### config.mk
export PLATFORM = sky130hd
export DESIGN_NAME = dga_ram
export DESIGN_NICKNAME = d
export VERILOG_FILES = /design/src/dga_ram.sv
export SDC_FILE = /design/constraint.sdc
export NUM_CORES = 1
export LEC_CHECK = 0
export BUFFER_PORTS_ARGS = -buffer_cell sky130_fd_sc_hd__buf_2
export CAP_MARGIN = 20
export CORE_MARGIN = 5
export CORE_UTILIZATION = 67
export CTS_CLUSTER_DIAMETER = 60
export DETAILED_ROUTE_END_ITERATION = 6
export PLACE_DENSITY = 0.84
export SETUP_SLACK_MARGIN = 0.1
export SYNTH_ARGS = -nofsm -noshare
export SYNTH_HDL_FRONTEND = slang
export SYNTH_SLANG_ARGS = --single-unit
### constraint.sdc
create_clock -name clk -period 2.97 [get_ports clk]
set_input_delay 0.1485 -clock clk [delete_from_list [all_inputs] [get_ports clk]]
set_output_delay 0.1485 -clock clk [all_outputs]
set_load 0.005 [all_outputs]
### src/dga_ram.sv
module dga_ram #(
    parameter int WIDTH = 8,
    parameter int DEPTH = 64
) (
    input  logic                     clk,
    input  logic                     we,
    input  logic [$clog2(DEPTH)-1:0] waddr,
    input  logic [WIDTH-1:0]         wdata,
    input  logic                     re,
    input  logic [$clog2(DEPTH)-1:0] raddr,
    output logic [WIDTH-1:0]         rdata
);

    logic [WIDTH-1:0] mem [DEPTH];

    // One write port, one registered read port
    always_ff @(posedge clk)
    begin
        if (we)
        begin
            mem[waddr] <= wdata;
        end
        if (re)
        begin
            rdata <= mem[raddr];
        end
    end

endmodule

Word level (Yosys, flattened, before mapping)
Memories as Yosys holds them, arrays and structs flattened. A register that Yosys moved wholly into a read port is not among the register bits. Cells that the tools add are included.

Register bits after elaboration: 0. Bits in writable memories: 512. Output and inout bits: 8. Memories kept: 1.

Multiplexer cells: 2.

Memory list: mem (words 64, bits a word 8, rd ports 1, clocked after Yosys merged registers in 1, wr ports 1, line 14) `logic [WIDTH-1:0] mem [DEPTH];`.

Operators with widths (number): 2-to-1 mux 1 bit (2).

Longest topological paths before layout
Word-level depth: 2. Mapped depth: 9. Depth with buffers taken out: 5.

Worst setup path before layout
No wires, ideal clock.

Path kind: input -> register. Start: input raddr[1]. End: register rdata[3], read port of mem, data pin. Arrival time: 1.688 ns. Required time: 2.704 ns. Setup slack: 1.015 ns. Stages on the path: 7. Buffers on the path: 3. Cell sequence: buf_4 -> buf_2 -> buf_2 -> mux4_2 -> mux4_2 -> o21ai_1 -> o41ai_1.

RTL lines: start: declaration (line 10) `input logic [$clog2(DEPTH)-1:0] raddr,`; end: declaration (line 11) `output logic [WIDTH-1:0] rdata`.

==> impl_metrics.csv <==
group,metric,value,unit
synthesis,yosysSeqAreaShare,77.12,%
synthesis,synth.distinct_cells,39,
timing,timing.final.crit_share,74.37,%
floorplanning,die-area,33800,sq um
timing,period_needed,2.209,ns
cells_and_area,nets,1060,
clock_tree,ctsRootBufferMaster,"clkbuf_16",
floorplanning,chipWidth,183.8,um
route,drt-total-wl,43.88,mm
worst_setup_path,start_kind,"register",
synthesis,yosys_warnings,0,
clock_tree,clk_latency,0.56,ns
worst_setup_path,reg2regPathDepth,4,
place,place_hpwl,26.15,mm
pwr,internal_power,11.59,mW
worst_setup_path,cp.required,3.26,ns
route,drt-wirelength-per-cell,29.91,um
pwr,p_leak,7.197,nW
floorplanning,fp.dieH,183.8,um
min_path,hold_class,"input port to register",
min_path,whs_endpoint,"mem[16][3]",
clock_tree,path_clk_slew,0.07,ns
job,cap_violations,0,
pwr,pwr-share-seq,56.0,%
global_routing,grt_pass1_vias,10260,
cells_and_area,utilization,76.37,%
pwr,swShare,20.52,%
clock_tree,cts_buffers,48,
global_routing,grt_use_total,26.80,%
floorplanning,start_util,68.13,%
outcome,status,"completed",
timing,hold_viol_final,0,
route,dr.pass1.iters,5,
route,vias_per_cell,6.916,
worst_setup_path,crit_arrival,2.50,ns
route,drc,0,
route,ant_nets,0,
synthesis,syn_inst,940,
worst_setup_path,path_class,"register to register",
cells_and_area,fillers,1448,
cells_and_area,drive_gt1_share,27.65,%
pwr,power,14.58,mW
timing,slew_headroom,37.60,%
timing,rsz0062_at_grt,"no",
clock_tree,cts_tree,"yes",
worst_setup_path,rr_startpoint,"mem[47][0]",
route,drt-initial-drc-count,1391,
timing,fin_skew,0.02797,ns
worst_setup_path,crit_fanout,1,
place,port_buffers,30,
timing,tightest_slew,0.9360,ns
global_routing,grt_overflow,0,
clock_tree,postCtsHoldBufs,1,
pwr,power.density,642.4,nW/um^2
min_path,hp-start,"wdata[3]",
pwr,p_comb_share,5.2,%
global_routing,grt_antenna_before_repair,2,
place,gp_congestion,0.8632,
timing,hold_slack,0.02090,ns
clock_tree,htreeDepth,2,
floorplanning,row_count,63,
synthesis,syn_area,20250,sq um
pwr,switchingPower,2.992,mW
floorplanning,core,29720,sq um
timing,setup_tns,0,ns
synthesis,synthTopCellsByArea,"edfxtp_1 (77%), mux4_2 (14%), nor2_1 (1.5%)",
min_path,hold_path_depth,1,
floorplanning,io_pins,31,
worst_setup_path,r2r-end,"rdata[0]",
pwr,peakVddDrop,0.0005095,V
worst_setup_path,cp-end-kind,"register",
synthesis,synth_top_area_share,77.12,%
cells_and_area,mostFrequentLayoutCells,"edfxtp_1 (520), mux4_2 (126), nor2_1 (83)",
clock_tree,cts.sinks,520,
pwr,p_clk_share,38.8,%
synthesis,postSynthAreaPerCell,21.54,sq um
cells_and_area,mostFrequentLayoutCell,"edfxtp_1",
synthesis,synth_nets,963,
timing,fmax,0.4527,GHz
worst_setup_path,rrSetupSlack,0.76,ns
synthesis,synth.ff_latch_count,520,
timing,finalSetupViolations,0,
clock_tree,clockBufferDepth,3,
clock_tree,ctsResizeCount,0,
global_routing,grt_pass1_wl,66.38,mm
timing,slew_violations,0,
route,dr_total_vias,10150,
cells_and_area,syn_to_final_growth,12.09,%
synthesis,synth_top_cell_by_area,"edfxtp_1",
clock_tree,cts_setup_buffers,0,
global_routing,grt_max_degree,65,
how the worst max path moves through the flow:
| stage | startpoint | cells past startpoint | end | slack (ns) |
|---|---|---|---|---|
| 2_1_floorplan | raddr[1] | 7 | rdata[3] | 1.02 |
| 3_3_place_gp | raddr[0] | 7 | rdata[0] | 0.51 |
| 3_5_place_dp | raddr[0] | 7 | rdata[0] | 0.45 |
| 4_1_cts | mem[47][0] | 4 | rdata[0] | 0.78 |
| 5_1_grt | mem[47][0] | 4 | rdata[0] | 0.77 |
| 6_report | mem[47][0] | 4 | rdata[0] | 0.76 |
per-stage QoR:
step                instances  setup WS, ns  area, sq um
finish                   1467        0.7611        22700
floorplan                 940         1.015        20250
CTS                      1456        0.7811        22540
global placement         1368        0.5105        21100
detailed placement       1368        0.4463        21100
global route             1465        0.7696        22690
worst max-delay path, cell delays in order, from the launching register on:
cell and delay (ns):
edfxtp_1 0.37, mux4_2 0.49, mux2_2 0.32, a221oi_1 0.64
o2bb2ai_1 0.15
registers in the layout, indices dropped and copies added, names as in the netlist:
register,cells
mem,512
rdata,8
cells in the mapped netlist:
cell,n
edfxtp_1,520
mux4_2,126
nor2_1,83
mux2i_1,23
nand2_1,19
clkbuf_1,17
nor2b_1,14
buf_4,13
mux2_2,13
nand3_1,13
buf_2,11
o221ai_1,8
o22ai_1,8
nand2b_1,7
nor3_1,7
a221oi_1,6
a211oi_1,4
buf_1,4
buf_6,4
a21oi_1,3
a22oi_1,3
nand3b_1,3
o2111ai_1,3
o2bb2ai_1,3
a2111oi_0,2
buf_12,2
nand4_1,2
nor4_1,2
o21a_1,2
o21ai_0,2
o21ai_1,2
o221a_2,2
o32ai_1,2
o41ai_1,2
a31oi_1,1
and2_1,1
nand4b_1,1
o311ai_1,1
or3_1,1
power groups by stage:
stage | clock network, mW | registers (mW) | logic [mW]
after floorplan | 0 | 8.31 | 0.433
after global placement | 0 | 8.32 | 0.706
after detailed placement | 0 | 8.32 | 0.729
after CTS | 5.69 | 8.17 | 0.740
after global routing | 6.03 | 8.16 | 0.812
final | 5.66 | 8.16 | 0.765
area by class of cell:
| cell class | count | area (sq um) | share of cell area, % |
|---|---|---|---|
| clock buffers | 61 | 1250 | 5.507 |
| clock inverters | 26 | 177.7 | 0.7828 |
| diodes | 3 | 7.507 | 0.03308 |
| well taps | 390 | 488.0 | 2.150 |
| repair buffers | 98 | 842.1 | 3.710 |
| flip-flops and latches | 520 | 15620 | 68.80 |
| multi-input cells | 369 | 4315 | 19.01 |
logic make-up (layout without fill, tap and decap cells):
family	Yosys count	in the layout	synth area share (%)
AND/OR/NAND/NOR	153	153	3.374
flip-flops	520	520	77.12
AO/OA/AOI/OAI	54	54	2.064
multiplexers	162	162	15.88
buffers and inverters	51	185	1.563
other	0	3	0
per-layer routing:
metal  GRT usage [%]  share of wire (%)  vias up
li1                -                  -     4129
met1           40.08                 38     5257
met2           42.04                 49      659
met3           4.610                9.9      101
met4           8.311                3.3        0
met5               0                  0        -
Power figures use the tool's default switching activity.
